===== config.mk =====
export PLATFORM = sky130hd
export DESIGN_NAME = heavy_hitter_tracker
export DESIGN_NICKNAME = d
export VERILOG_FILES = /design/src/design/hht_pkg.sv /design/src/design/heavy_hitter_tracker.sv
export SDC_FILE = /design/constraint.sdc
export NUM_CORES = 1
export LEC_CHECK = 0
export ABC_AREA = 1
export BUFFER_PORTS_ARGS = -buffer_cell sky130_fd_sc_hd__buf_2
export CORE_MARGIN = 3
export CORE_UTILIZATION = 54
export CTS_CLUSTER_SIZE = 10
export DETAILED_ROUTE_END_ITERATION = 12
export PLACE_DENSITY = 0.73
export SLEW_MARGIN = 20
export SYNTH_ARGS = -nofsm -noshare
export SYNTH_HDL_FRONTEND = slang
export SYNTH_SLANG_ARGS = --single-unit

===== constraint.sdc =====
create_clock -name clk -period 5.1 [get_ports clk]
set_input_delay 0.765 -clock clk [delete_from_list [all_inputs] [get_ports clk]]
set_output_delay 0.765 -clock clk [all_outputs]
set_load 0.02 [all_outputs]

===== src/design/hht_pkg.sv =====
package hht_pkg;

    // Sizing of the slot table
    localparam int SLOTS      = 16;
    localparam int COUNT_BITS = 20;
    localparam int VALUE_BITS = 30;
    localparam int CFG_BITS   = 7;
    localparam int IDX_BITS   = (SLOTS > 1) ? $clog2(SLOTS) : 1;
    localparam int ENTRY_BITS = VALUE_BITS + COUNT_BITS;

    localparam logic [COUNT_BITS-1:0] COUNT_MAX = {COUNT_BITS{1'b1}};
    localparam logic [CFG_BITS-1:0]   SLOTS_IN_USE_RESET = CFG_BITS'(2);

    // Action codes
    localparam logic ACT_ELEMENT = 1'b0;
    localparam logic ACT_QUERY   = 1'b1;

endpackage


===== src/design/heavy_hitter_tracker.sv =====
// Misra-Gries frequent-item tracker.
// Input channel (in_valid/in_ready) takes one word: action and item_value.
// An element word (action 0) updates the slot table and gives no output word.
// A query word (action 1) gives one candidate word per active slot on the
// output channel (out_valid/out_ready), in slot order, last high on the final one.
// The config channel (cfg_valid/cfg_ready) sets slots_in_use; write it only while idle.
// Element words scan the active slots in slot order and stop at a matching slot;
// an element that matches no slot claims the lowest free slot, and when all
// slots are busy a decrement sweep over the active slots follows instead.
// A query reads each candidate from the slot memory, then loads it into the output.
// The single slot memory allows one read and one write per cycle.
// One word is worked on at a time; in_ready is high only between words.
// The output register holds a candidate while out_ready is low, and the query
// pauses until it is taken; a new word may be accepted while the last waits.
// Reset clears all slots (per-slot valid bits), the fill count and the output,
// and sets slots_in_use to 2. No clearing sweep is needed.
module heavy_hitter_tracker
    import hht_pkg::*;
(
    input  logic                  clk,
    input  logic                  rst_n,
    input  logic                  cfg_valid,
    output logic                  cfg_ready,
    input  logic [CFG_BITS-1:0]   slots_in_use,
    input  logic                  in_valid,
    output logic                  in_ready,
    input  logic                  action,
    input  logic [VALUE_BITS-1:0] item_value,
    output logic                  out_valid,
    input  logic                  out_ready,
    output logic [VALUE_BITS-1:0] candidate,
    output logic                  last
);

    typedef enum logic [2:0] {
        S_IDLE,
        S_SCAN,
        S_DEC,
        S_QRD,
        S_QOUT
    } state_t;

    state_t                state_reg, state_next;
    logic [CFG_BITS-1:0]   cfg_reg, cfg_next;
    logic [VALUE_BITS-1:0] value_reg, value_next;
    logic [IDX_BITS-1:0]   last_idx_reg, last_idx_next;
    logic [IDX_BITS-1:0]   ra_reg, ra_next;
    logic                  issuing_reg, issuing_next;
    logic                  chk_pend_reg, chk_pend_next;
    logic [IDX_BITS-1:0]   chk_idx_reg, chk_idx_next;
    logic                  have_free_reg, have_free_next;
    logic [IDX_BITS-1:0]   free_at_reg, free_at_next;
    logic [CFG_BITS-1:0]   filled_reg, filled_next;
    logic [SLOTS-1:0]      slot_ok_reg, slot_ok_next;
    logic                  rd_ok_reg, rd_ok_next;
    logic                  out_valid_reg, out_valid_next;
    logic [VALUE_BITS-1:0] cand_reg, cand_next;
    logic                  last_reg, last_next;

    // Slot memory: value in the upper bits, count in the lower bits
    logic [ENTRY_BITS-1:0] mem [SLOTS];
    logic [ENTRY_BITS-1:0] rd_data_reg;
    logic                  mem_re;
    logic                  mem_we;
    logic [IDX_BITS-1:0]   mem_ra;
    logic [IDX_BITS-1:0]   mem_wa;
    logic [ENTRY_BITS-1:0] mem_wd;

    logic [CFG_BITS-1:0]   act_n;
    logic [CFG_BITS-1:0]   act_last;
    logic [CFG_BITS-1:0]   shown;
    logic [VALUE_BITS-1:0] rd_val;
    logic [COUNT_BITS-1:0] rd_cnt;
    logic                  hit;
    logic [IDX_BITS-1:0]   new_slot;

    // Clamp the active slot count to 1..SLOTS
    always_comb
    begin
        if (cfg_reg == '0)
        begin
            act_n = CFG_BITS'(1);
        end
        else if (cfg_reg > CFG_BITS'(SLOTS))
        begin
            act_n = CFG_BITS'(SLOTS);
        end
        else
        begin
            act_n = cfg_reg;
        end
        act_last = act_n - CFG_BITS'(1);
        shown    = (filled_reg < act_n) ? filled_reg : act_n;
    end

    // Entries never written read as zero
    assign rd_val   = rd_ok_reg ? rd_data_reg[ENTRY_BITS-1:COUNT_BITS] : '0;
    assign rd_cnt   = rd_ok_reg ? rd_data_reg[COUNT_BITS-1:0] : '0;
    assign hit      = chk_pend_reg && (rd_cnt != '0) && (rd_val == value_reg);
    assign new_slot = have_free_reg ? free_at_reg : chk_idx_reg;

    // Next-state logic
    always_comb
    begin
        state_next     = state_reg;
        cfg_next       = cfg_reg;
        value_next     = value_reg;
        last_idx_next  = last_idx_reg;
        ra_next        = ra_reg;
        issuing_next   = issuing_reg;
        chk_pend_next  = chk_pend_reg;
        chk_idx_next   = chk_idx_reg;
        have_free_next = have_free_reg;
        free_at_next   = free_at_reg;
        filled_next    = filled_reg;
        slot_ok_next   = slot_ok_reg;
        out_valid_next = out_valid_reg && !out_ready;
        cand_next      = cand_reg;
        last_next      = last_reg;
        mem_re         = 1'b0;
        mem_ra         = ra_reg;
        mem_we         = 1'b0;
        mem_wa         = chk_idx_reg;
        mem_wd         = rd_data_reg;

        // Take a config word
        if (cfg_valid)
        begin
            cfg_next = slots_in_use;
        end

        case (state_reg)
            S_IDLE:
            begin
                if (in_valid)
                begin
                    value_next     = item_value;
                    last_idx_next  = act_last[IDX_BITS-1:0];
                    ra_next        = '0;
                    issuing_next   = 1'b1;
                    chk_pend_next  = 1'b0;
                    have_free_next = 1'b0;
                    state_next     = (action == ACT_QUERY) ? S_QRD : S_SCAN;
                end
            end

            S_SCAN:
            begin
                // Advance the read pointer
                mem_re        = issuing_reg;
                chk_pend_next = issuing_reg;
                chk_idx_next  = ra_reg;
                if (issuing_reg)
                begin
                    if (ra_reg == last_idx_reg)
                    begin
                        issuing_next = 1'b0;
                    end
                    else
                    begin
                        ra_next = ra_reg + IDX_BITS'(1);
                    end
                end
                // Check the slot read last cycle
                if (hit)
                begin
                    mem_we = 1'b1;
                    mem_wd = {rd_val, (rd_cnt == COUNT_MAX) ? rd_cnt
                                                            : rd_cnt + COUNT_BITS'(1)};
                    issuing_next  = 1'b0;
                    chk_pend_next = 1'b0;
                    state_next    = S_IDLE;
                end
                else if (chk_pend_reg)
                begin
                    if ((rd_cnt == '0) && !have_free_reg)
                    begin
                        have_free_next = 1'b1;
                        free_at_next   = chk_idx_reg;
                    end
                    if (chk_idx_reg == last_idx_reg)
                    begin
                        issuing_next  = 1'b0;
                        chk_pend_next = 1'b0;
                        if (have_free_reg || (rd_cnt == '0))
                        begin
                            // Claim the lowest free slot
                            mem_we                 = 1'b1;
                            mem_wa                 = new_slot;
                            mem_wd                 = {value_reg, COUNT_BITS'(1)};
                            slot_ok_next[new_slot] = 1'b1;
                            if (CFG_BITS'(new_slot) + CFG_BITS'(1) > filled_reg)
                            begin
                                filled_next = CFG_BITS'(new_slot) + CFG_BITS'(1);
                            end
                            state_next = S_IDLE;
                        end
                        else
                        begin
                            // No free slot: sweep and decrement
                            ra_next      = '0;
                            issuing_next = 1'b1;
                            state_next   = S_DEC;
                        end
                    end
                end
            end

            S_DEC:
            begin
                mem_re        = issuing_reg;
                chk_pend_next = issuing_reg;
                chk_idx_next  = ra_reg;
                if (issuing_reg)
                begin
                    if (ra_reg == last_idx_reg)
                    begin
                        issuing_next = 1'b0;
                    end
                    else
                    begin
                        ra_next = ra_reg + IDX_BITS'(1);
                    end
                end
                // Drop each nonzero count by one
                if (chk_pend_reg)
                begin
                    if (rd_cnt != '0)
                    begin
                        mem_we = 1'b1;
                        mem_wd = {rd_val, rd_cnt - COUNT_BITS'(1)};
                    end
                    if (chk_idx_reg == last_idx_reg)
                    begin
                        issuing_next  = 1'b0;
                        chk_pend_next = 1'b0;
                        state_next    = S_IDLE;
                    end
                end
            end

            S_QRD:
            begin
                // Unfilled slots repeat slot 0
                mem_re     = 1'b1;
                mem_ra     = (CFG_BITS'(ra_reg) < shown) ? ra_reg : '0;
                state_next = S_QOUT;
            end

            S_QOUT:
            begin
                // Load the output register once it is free
                if (!out_valid_reg || out_ready)
                begin
                    out_valid_next = 1'b1;
                    cand_next      = rd_val;
                    last_next      = (ra_reg == last_idx_reg);
                    if (ra_reg == last_idx_reg)
                    begin
                        state_next = S_IDLE;
                    end
                    else
                    begin
                        ra_next    = ra_reg + IDX_BITS'(1);
                        state_next = S_QRD;
                    end
                end
            end

            default:
            begin
                state_next = S_IDLE;
            end
        endcase

        rd_ok_next = mem_re ? slot_ok_reg[mem_ra] : rd_ok_reg;
    end

    // Hold state and registered outputs
    always_ff @(posedge clk or negedge rst_n)
    begin
        if (!rst_n)
        begin
            state_reg     <= S_IDLE;
            cfg_reg       <= SLOTS_IN_USE_RESET;
            issuing_reg   <= 1'b0;
            chk_pend_reg  <= 1'b0;
            have_free_reg <= 1'b0;
            filled_reg    <= '0;
            slot_ok_reg   <= '0;
            rd_ok_reg     <= 1'b0;
            out_valid_reg <= 1'b0;
            last_idx_reg  <= '0;
            ra_reg        <= '0;
            chk_idx_reg   <= '0;
            free_at_reg   <= '0;
        end
        else
        begin
            state_reg     <= state_next;
            cfg_reg       <= cfg_next;
            issuing_reg   <= issuing_next;
            chk_pend_reg  <= chk_pend_next;
            have_free_reg <= have_free_next;
            filled_reg    <= filled_next;
            slot_ok_reg   <= slot_ok_next;
            rd_ok_reg     <= rd_ok_next;
            out_valid_reg <= out_valid_next;
            last_idx_reg  <= last_idx_next;
            ra_reg        <= ra_next;
            chk_idx_reg   <= chk_idx_next;
            free_at_reg   <= free_at_next;
        end
    end

    // Payload registers
    always_ff @(posedge clk)
    begin
        value_reg <= value_next;
        cand_reg  <= cand_next;
        last_reg  <= last_next;
    end

    // Slot memory with registered read
    always_ff @(posedge clk)
    begin
        if (mem_we)
        begin
            mem[mem_wa] <= mem_wd;
        end
        if (mem_re)
        begin
            rd_data_reg <= mem[mem_ra];
        end
    end

    assign cfg_ready = 1'b1;
    assign in_ready  = (state_reg == S_IDLE);
    assign out_valid = out_valid_reg;
    assign candidate = cand_reg;
    assign last      = last_reg;

endmodule

==> flow_summary.yaml <==
logic_synthesis:
  ys_async_sr_fraction: 0.0540
  synth_cells: 3664
  ys_warn_count: 0
  synthFlopType: "edfxtp_1"
  synth_most_common_cell: "edfxtp_1"
  synth_top_area_cell: "edfxtp_1"
  syn_avg_cell_area_um2: 11.3
  synth_edf_count: 911
  synth_commonest_cells: "911 x edfxtp_1, 810 x nand2_1, 380 x nor2_1"
  ys_ff_latch: 963
  yosysTopAreaCellShare: 0.659
  synth_fp_nets: 3727
  ys_types: 54
  seq_area_frac_synth: 0.690
  syn_area_mm2: 0.0415
  ys_top_cells_by_area: "edfxtp_1 66%, nand2_1 7.3%, o211ai_1 4.2%, o21ai_0 4.2%, nor2_1 3.4%"
sta:
  hold_viol: 0
  worst_clock_skew_ps: 77.3
  timing.final.crit_period_ps: 4540
  rsz0062_at_grt: "no"
  drv_slew: 0
  hold_slack_ps: 236
  finalCritPeriodShare: 0.890
  slew_headroom: 0.272
  finalWorstSetupSlack_ps: 559
  setup_tns_ps: 0
  setup_viol: 0
  max_freq_mhz: 220
  worstMarginPinSlew_ps: 1090
cts:
  cts.htree.levels: 3
  clockBufferDepth: 3
  cts_sinks: 963
  ctsHoldBuffers: 0
  root_buffer: "clkbuf_16"
  ctsResizeCount: 0
  cts_setup_buffers: 0
  clk_latency_ps: 700
  path_clk_slew_ps: 60
  numCtsBuffers: 109
  tritoncts: "done"
placed_design:
  dp_cells: 4693
  placed_area_mm2: 0.0439
  dpl_worst_slack_ps: 582
  dp_hpwl_um: 60000
  place_congestion: 0.952
  io_buffers: 75
worst_hold_path:
  hold_class: "primary input to async pin"
power:
  pwr_density_cell_mw_per_mm2: 588
  ir_drop_mv: 0.330
  p_total_mw: 27.7
  power.leakage_nw: 17.8
cells_and_area:
  final_area_mm2: 0.0470
  syn_to_final_growth_pct: 13.2
  multiInputGateArea_mm2: 0.0111
  num-fill-cells: 5831
  diodes: 0
  fin_util: 0.618
  largest_reg_flops: 800
  seq_area_mm2: 0.0287
  layout-drive-gt1-share: 0.109
  instances_no_fill: 4852
  nets: 3839
floorplan:
  die_x_um: 283
  fp.dieH_um: 283
  fp-row-count: 101
  io_pins: 77
  fp.dieArea_mm2: 0.0803
  start_util: 0.546
  core_area_mm2: 0.0761
setup_path:
  start_kind: "register"
  crit_path_end_kind: "register"
  crit_type: "register to register"
  crit_required_ps: 5390
  arrival_ps: 4830
  cp_max_fo: 39
flow_run:
  cap_violations: 0
detailed_routing:
  first_pass_iters: 6
  drc: 0
  drt-met1-wl_um: 43000
  wl_um: 108000
  ant_nets: 0
  wl_per_cell_um: 22.2
  maxUsedRoutingLayer: "met4"
  drt_iter0_drc: 3491
  vias: 28596
  wl_met2_um: 50600
  met3_length_um: 10400
  viasPerCell: 5.89
global_route:
  antenna_found_initial: 0
  first_global_vias: 27462
  grt_max_degree: 107
  track_usage: 0.266
  gr-total-overflow: 0
  grt_pass1_wl_um: 164000
status:
  status: "finished clean"
-- report_power, final --
part           total, mW  internal (mW)  switching, mW  leakage [nW]
Combinational       8.91           2.47           6.44          7.34
Clock               6.94           3.95           2.99          1.49
Sequential          11.8           11.3          0.531          8.97
-- worst max-delay path, stage by stage (launching register included) --
cell     delay, ps
dfrtp_2        650
buf_12         230
buf_4          230
nand2_1        130
xnor2_1        150
nor2_1         250
nand3_1        260
nor3_2         410
nand2_2        200
inv_2          260
nor2_2         160
o22ai_1        290
nand3_1        200
buf_4          210
nor2_4         110
buf_12         340
-- area by class of cell --
type,instances,area share
Clock buffer,143,0.0609
Clock inverter,14,0.00505
Inverter,274,0.0220
Multi-Input combinational cell,2225,0.235
Sequential cell,963,0.609
Tap cell,1030,0.0274
Timing Repair Buffer,203,0.0397
-- placed cells by master, fill, tap and decap left out, types with 4 or more instances in the layout --
master and n:
ha_1 20, nor2_2 5, nor3_1 29, nand4_1 15, buf_4 85, xnor2_1 14
a32o_1 13, o22ai_1 12, a21oi_1 35, buf_12 41, o21ai_0 346, nand2_1 808
clkbuf_1 33, o211ai_1 232, clkinv_16 5, xor2_1 22, buf_2 75, dfrtp_1 49
nor4_1 7, or2_2 9, o21ai_2 6, nand2_2 15, o2111ai_1 4, nor2_1 363
edfxtp_1 911, inv_1 260, o21ai_1 36, nand3_1 174, clkbuf_16 109, nor2_4 18
inv_2 10, o221ai_1 5, clkinv_2 4
-- per-layer routing --
| layer | GRT usage | vias up |
|---|---|---|
| li1 | - | 13065 |
| met1 | 0.372 | 13767 |
| met2 | 0.428 | 1482 |
| met3 | 0.0436 | 282 |
| met4 | 0.0953 | 0 |
| met5 | 0 | - |
-- cells by family after synthesis --
| kind of cell | after synthesis | share of synthesized area |
|---|---|---|
| XOR/XNOR | 36 | 0.00759 |
| adder cells (fa/ha/maj) | 20 | 0.00603 |
| multiplexers | 5 | 0.00133 |
| buffers and inverters | 476 | 0.0486 |
| flip-flops | 963 | 0.690 |
| other | 1 | 0.0000903 |
| AND/OR/NAND/NOR | 1459 | 0.143 |
| AO/OA/AOI/OAI | 704 | 0.103 |
-- final timing paths --
check / start / endpoint / slack, ps / cells past startpoint
setup / recovery: rd_ok_reg / mem[7][24] / 560 / 15
hold / removal: rst_n / slot_ok_reg[9] / 240 / 2
setup reg to reg: rd_ok_reg / mem[7][24] / 560 / 15
hold reg to reg: slot_ok_reg[6] / slot_ok_reg[6] / 460 / 2
max in group asynchronous: rst_n / ra_reg[0] / 4290 / 2
min in group clk: item_value[12] / value_reg[12] / 240 / 1
(Power assumes the default switching activity.)
